$ cat config.mk
export PLATFORM = sky130hd
export DESIGN_NAME = pipt_ctrl
export DESIGN_NICKNAME = d
export VERILOG_FILES = /design/src/sv/pipt_pkg.sv /design/src/sv/pipt_ctrl.sv
export SDC_FILE = /design/constraint.sdc
export NUM_CORES = 1
export LEC_CHECK = 0
export BUFFER_PORTS_ARGS = -buffer_cell sky130_fd_sc_hd__buf_4
export CAP_MARGIN = 20
export CORE_AREA = 8 8 45 47
export CTS_BUF_LIST = sky130_fd_sc_hd__clkbuf_8
export CTS_CLUSTER_DIAMETER = 80
export DETAILED_ROUTE_END_ITERATION = 8
export DIE_AREA = 0 0 53 55
export PLACE_DENSITY = 0.44
export REMOVE_ABC_BUFFERS = 1
export SLEW_MARGIN = 20
export SYNTH_ARGS = -nofsm -noshare
export SYNTH_HDL_FRONTEND = slang
export SYNTH_SLANG_ARGS = --single-unit
$ cat constraint.sdc
create_clock -name clk -period 1.85 [get_ports clk]
set_input_delay 0.0925 -clock clk [delete_from_list [all_inputs] [get_ports clk]]
set_output_delay 0.0925 -clock clk [all_outputs]
set_load 0.01 [all_outputs]
$ cat src/sv/pipt_pkg.sv
`timescale 1ns / 1ps
package pipt_pkg;

	localparam int MAX_VERTICES = 16;
	localparam int IDX_W = $clog2(MAX_VERTICES);
	localparam int CNT_W = $clog2(MAX_VERTICES + 1);

	localparam int CMD_W = 2;
	localparam int LAT_W = 31;
	localparam int LON_W = 32;
	localparam int VTX_W = LAT_W + LON_W;

	localparam logic [CMD_W-1:0] CMD_CLEAR  = 2'd0;
	localparam logic [CMD_W-1:0] CMD_APPEND = 2'd1;
	localparam logic [CMD_W-1:0] CMD_TEST   = 2'd2;

	typedef struct packed {
		logic clear;
		logic append;
		logic start;
		logic rd_en;
		logic load_res;
	} pipt_ctl_t;

	typedef struct packed {
		logic n_zero;
		logic read_last;
		logic pipe_busy;
	} pipt_stat_t;

endpackage

$ cat src/sv/pipt_ctrl.sv
`timescale 1ns / 1ps
module pipt_ctrl (
	input  logic                           clk,
	input  logic                           arst_n,
	input  logic                           s_tvalid,
	output logic                           s_tready,
	input  logic [pipt_pkg::CMD_W-1:0]     cmd,
	output logic                           m_tvalid,
	input  logic                           m_tready,
	input  pipt_pkg::pipt_stat_t           stat,
	output pipt_pkg::pipt_ctl_t            ctl
);

	typedef enum logic [1:0] {
		ST_IDLE,
		ST_WALK,
		ST_DRAIN
	} state_t;

	state_t state_q;
	logic   accept;
	logic   out_free;

	assign s_tready = (state_q == ST_IDLE);
	assign accept   = s_tvalid && s_tready;
	assign out_free = !m_tvalid || m_tready;

	always_comb begin
		ctl.clear    = accept && (cmd == pipt_pkg::CMD_CLEAR);
		ctl.append   = accept && (cmd == pipt_pkg::CMD_APPEND);
		ctl.start    = accept && (cmd == pipt_pkg::CMD_TEST);
		ctl.rd_en    = (state_q == ST_WALK);
		ctl.load_res = (state_q == ST_DRAIN) && !stat.pipe_busy && out_free;
	end

	always_ff @(posedge clk or negedge arst_n) begin
		if (!arst_n) begin
			state_q  <= ST_IDLE;
			m_tvalid <= 1'b0;
		end else begin
			if (m_tvalid && m_tready) begin
				m_tvalid <= 1'b0;
			end
			case (state_q)
				ST_IDLE: begin
					if (ctl.start) begin
						state_q <= stat.n_zero ? ST_DRAIN : ST_WALK;
					end
				end
				ST_WALK: begin
					if (stat.read_last) begin
						state_q <= ST_DRAIN;
					end
				end
				ST_DRAIN: begin
					if (ctl.load_res) begin
						m_tvalid <= 1'b1;
						state_q  <= ST_IDLE;
					end
				end
				default: begin
					state_q <= ST_IDLE;
				end
			endcase
		end
	end

endmodule

==> impl_metrics.xml <==
<?xml version="1.0" encoding="UTF-8"?>
<metrics>
  <group name="critical_path">
    <metric name="cp-start-kind" unit="">register</metric>
    <metric name="critPathMaxStageDelay" unit="ps">420</metric>
    <metric name="total_stage_count_of_the_critical_path" unit="">3</metric>
    <metric name="crit_required" unit="ps">1760</metric>
    <metric name="critical_path.cell_chain" unit="">nor2_1 -&gt; and4bb_2 -&gt; buf_4</metric>
    <metric name="r2r.worst_path.cells" unit="">2</metric>
    <metric name="worst-path-max-fanout" unit="">6</metric>
    <metric name="register_to_register_setup_slack" unit="ps">720</metric>
    <metric name="end_kind" unit="">output port</metric>
    <metric name="cp_top_family" unit="">simple AND/OR/NAND/NOR gates</metric>
    <metric name="rr_endpoint" unit="">state_q[0]</metric>
    <metric name="cp_slowest_cell" unit="">dfrtp_1</metric>
    <metric name="critical_path_start_end_classification" unit="">reg2out</metric>
    <metric name="timing.critical_path.buf_inv" unit="">1</metric>
    <metric name="reg2reg_from" unit="">state_q[0]</metric>
    <metric name="arrival" unit="ps">1190</metric>
  </group>
  <group name="synthesis">
    <metric name="synth_top_area_share" unit="">0.366</metric>
    <metric name="synth_area_leaders" unit="">dfrtp_1, nand3b_4, nand2b_1</metric>
    <metric name="synthDistinctLibCells" unit="">14</metric>
    <metric name="sequential_element_share_of_the_synthesized_area" unit="">0.366</metric>
    <metric name="yosys.area_share.xor_xnor" unit="">0</metric>
    <metric name="synth_area" unit="um^2">205</metric>
    <metric name="synth_compound_area_frac" unit="">0.0488</metric>
    <metric name="post-synth-top-area-cell" unit="">dfrtp_1</metric>
    <metric name="ys_ff_latch" unit="">3</metric>
    <metric name="syn-instance-count" unit="">21</metric>
    <metric name="dominant_combinational_cell_family_by_area_after_synthesis" unit="">simple AND/OR/NAND/NOR gates</metric>
    <metric name="yosys-mux-area-fraction" unit="">0</metric>
    <metric name="syn_area_per_cell" unit="um^2">9.77</metric>
    <metric name="synth-simple-area-share" unit="">0.585</metric>
    <metric name="yosysWarningCount" unit="">0</metric>
    <metric name="synth_adder_area_share" unit="">0</metric>
  </group>
  <group name="pwr">
    <metric name="design_power_total" unit="uW">335</metric>
    <metric name="peakVddDrop" unit="mV">0.332</metric>
    <metric name="p_per_area" unit="mW/mm^2">852</metric>
    <metric name="power.leakage" unit="uW">0.000207</metric>
  </group>
  <group name="run">
    <metric name="drv_cap" unit="">0</metric>
  </group>
  <group name="timing">
    <metric name="holdWs" unit="ps">108</metric>
    <metric name="final_max_slew_viol_count" unit="">0</metric>
    <metric name="worstMarginPinSlew" unit="ps">193</metric>
    <metric name="postLayoutSetupSlackWorst" unit="ps">569</metric>
    <metric name="final.setup_skew" unit="ps">2.95</metric>
    <metric name="unrepaired_setup_endpoints_after_global_routing" unit="">false</metric>
    <metric name="fin_crit" unit="ps">1280</metric>
    <metric name="setup_violations" unit="">0</metric>
    <metric name="final_hold_viol_count" unit="">0</metric>
    <metric name="fmaxAchievable" unit="MHz">781</metric>
    <metric name="fin_crit_share" unit="">0.693</metric>
    <metric name="post_route_setup_tns" unit="ps">0</metric>
    <metric name="relSlewSlack" unit="">0.871</metric>
  </group>
  <group name="cells_and_area">
    <metric name="layout.filler_cells" unit="">147</metric>
    <metric name="most-common-layout-cells" unit="">buf_4, nor2b_1, nand2b_1, clkbuf_8, dfrtp_1</metric>
    <metric name="mostFrequentLayoutCell" unit="">buf_4</metric>
    <metric name="insertedDiodeCount" unit="">0</metric>
    <metric name="layout.nets" unit="">51</metric>
    <metric name="share_of_post_route_cells_with_drive_strength_above_1" unit="">0.537</metric>
    <metric name="utilization" unit="">0.284</metric>
    <metric name="synthToLayoutAreaGrowth" unit="%">91.5</metric>
  </group>
  <group name="floorplanning">
    <metric name="rows" unit="">14</metric>
    <metric name="initial_core_util" unit="">0.148</metric>
    <metric name="ioPinCount" unit="">16</metric>
    <metric name="core" unit="mm^2">0.00138</metric>
    <metric name="chipHeight" unit="um">55</metric>
    <metric name="die_area" unit="mm^2">0.00292</metric>
    <metric name="die_x" unit="um">53</metric>
  </group>
  <group name="hold_path">
    <metric name="hold_path_end" unit="">state_q[1]</metric>
    <metric name="hold_path.startpoint" unit="">stat[1]</metric>
    <metric name="min_path_type" unit="">in2reg</metric>
    <metric name="min_path_cells" unit="">3</metric>
  </group>
  <group name="clocking">
    <metric name="clk-insertion-delay-late" unit="ps">210</metric>
    <metric name="cts.sink_count" unit="">3</metric>
    <metric name="cts_root_buf" unit="">clkbuf_8</metric>
    <metric name="ctsResizeCount" unit="">0</metric>
    <metric name="htreeDepth" unit="">1</metric>
    <metric name="tritoncts" unit="">done</metric>
    <metric name="post_cts_buffers" unit="">0</metric>
    <metric name="ctsLongestPathBuffers" unit="">2</metric>
    <metric name="clkTransAtPathRegs" unit="ps">30</metric>
    <metric name="cts_made_buffers" unit="">3</metric>
  </group>
  <group name="route">
    <metric name="dr_total_vias" unit="">235</metric>
    <metric name="detail_route.vias_per_cell" unit="">4.12</metric>
    <metric name="drt-pass1-iter-count" unit="">2</metric>
    <metric name="finalWirelength" unit="um">697</metric>
    <metric name="drt_first_iter_violations" unit="">2</metric>
    <metric name="drcViolationCount" unit="">0</metric>
    <metric name="detail_route.wl_per_cell" unit="um">12.2</metric>
    <metric name="ant_nets" unit="">0</metric>
  </group>
  <group name="global_route">
    <metric name="grt_pass1_wl" unit="um">1210</metric>
    <metric name="grt_usage" unit="">0.0591</metric>
    <metric name="first_global_vias" unit="">282</metric>
    <metric name="grt-ovfl-total" unit="">0</metric>
    <metric name="antenna_violations_before_repair" unit="">0</metric>
    <metric name="largest_net_degree_at_the_start_of_global_routing" unit="">8</metric>
  </group>
  <group name="placement">
    <metric name="dpl.hpwl" unit="um">595</metric>
    <metric name="numPortBuffers" unit="">15</metric>
    <metric name="place_worst_setup_slack" unit="ps">721</metric>
    <metric name="gpl.final_weighted_congestion" unit="">0.726</metric>
  </group>
  <group name="status">
    <metric name="status" unit="">finished clean</metric>
  </group>
</metrics>
[metrics by stage]
stage,cells,instance area [um^2]
2_1_floorplan,21,205
3_3_place_gp,52,338
3_5_place_dp,52,338
4_1_cts,57,393
5_1_grt,57,393
6_report,57,393
[how the worst max path moves through the flow]
stage          startpoint         end  slack [ps]
2_1_floorplan  state_q[0]  state_q[0]         790
3_3_place_gp   state_q[0]  state_q[0]         780
3_5_place_dp   state_q[0]  state_q[0]         720
4_1_cts        state_q[1]      ctl[4]         560
5_1_grt        state_q[0]      ctl[4]         490
6_report       state_q[1]      ctl[4]         570
[sequential cells by signal, indices dropped and copies added (netlist names)]
| register | flops |
|---|---|
| m_tvalid | 1 |
| state_q | 2 |
[worst reg2reg max path, cell delays in order, from the launching register on]
cell     delay, ps
dfrtp_1        420
or3_2          490
a21oi_1        130
[cell type report]
type                       instances  area [um^2]  share of cell area
clock inverter                     1         3.75             0.00955
tap                               16         20.0              0.0510
multi-input combinational         18          130               0.331
clock buffer                       3         41.3               0.105
timing repair buffer              16          123               0.312
sequential                         3         75.1               0.191
[routing by layer]
| layer | vias to the layer above | global-route usage | wire, um |
|---|---|---|---|
| met3 | 2 | 0.0668 | 150 |
| met1 | 102 | 0.0489 | 245 |
| met2 | 17 | 0.0820 | 291 |
| met5 | - | 0 | 0 |
| met4 | 0 | 0.0388 | 9 |
| li1 | 114 | - | - |
[Yosys cell counts]
master and number:
a21oi_1 1, and4b_2 1, and4bb_2 1, dfrtp_1 3
nand2_1 1, nand2b_1 3, nand3_1 1, nand3b_4 1
nor2_1 2, nor2b_1 3, nor3_1 1, o21ai_0 1
or3_2 1, or4b_1 1
[kinds of logic (layout without fill, tap and decap cells)]
group	after synthesis	in the layout
and+or+nand+nor	16	16
DFF	3	3
AOI/OAI and AO/OA	2	2
buffers and inverters	0	20
[where the power goes]
| part | switching [uW] | internal (uW) | leakage, uW |
|---|---|---|---|
| clock | 41.3 | 141 | 0.0000269 |
| sequential | 7.84 | 73.3 | 0.0000404 |
| combinational | 30.0 | 41.4 | 0.000140 |
| total | 79.2 | 256 | 0.000207 |
[repair_timing]
action,in CTS,in global routing
endpoints found under the hold margin,3,0
endpoints found under the setup margin,0,0
hold buffers,1,0
No activity file was read; power rests on OpenSTA's default activity.
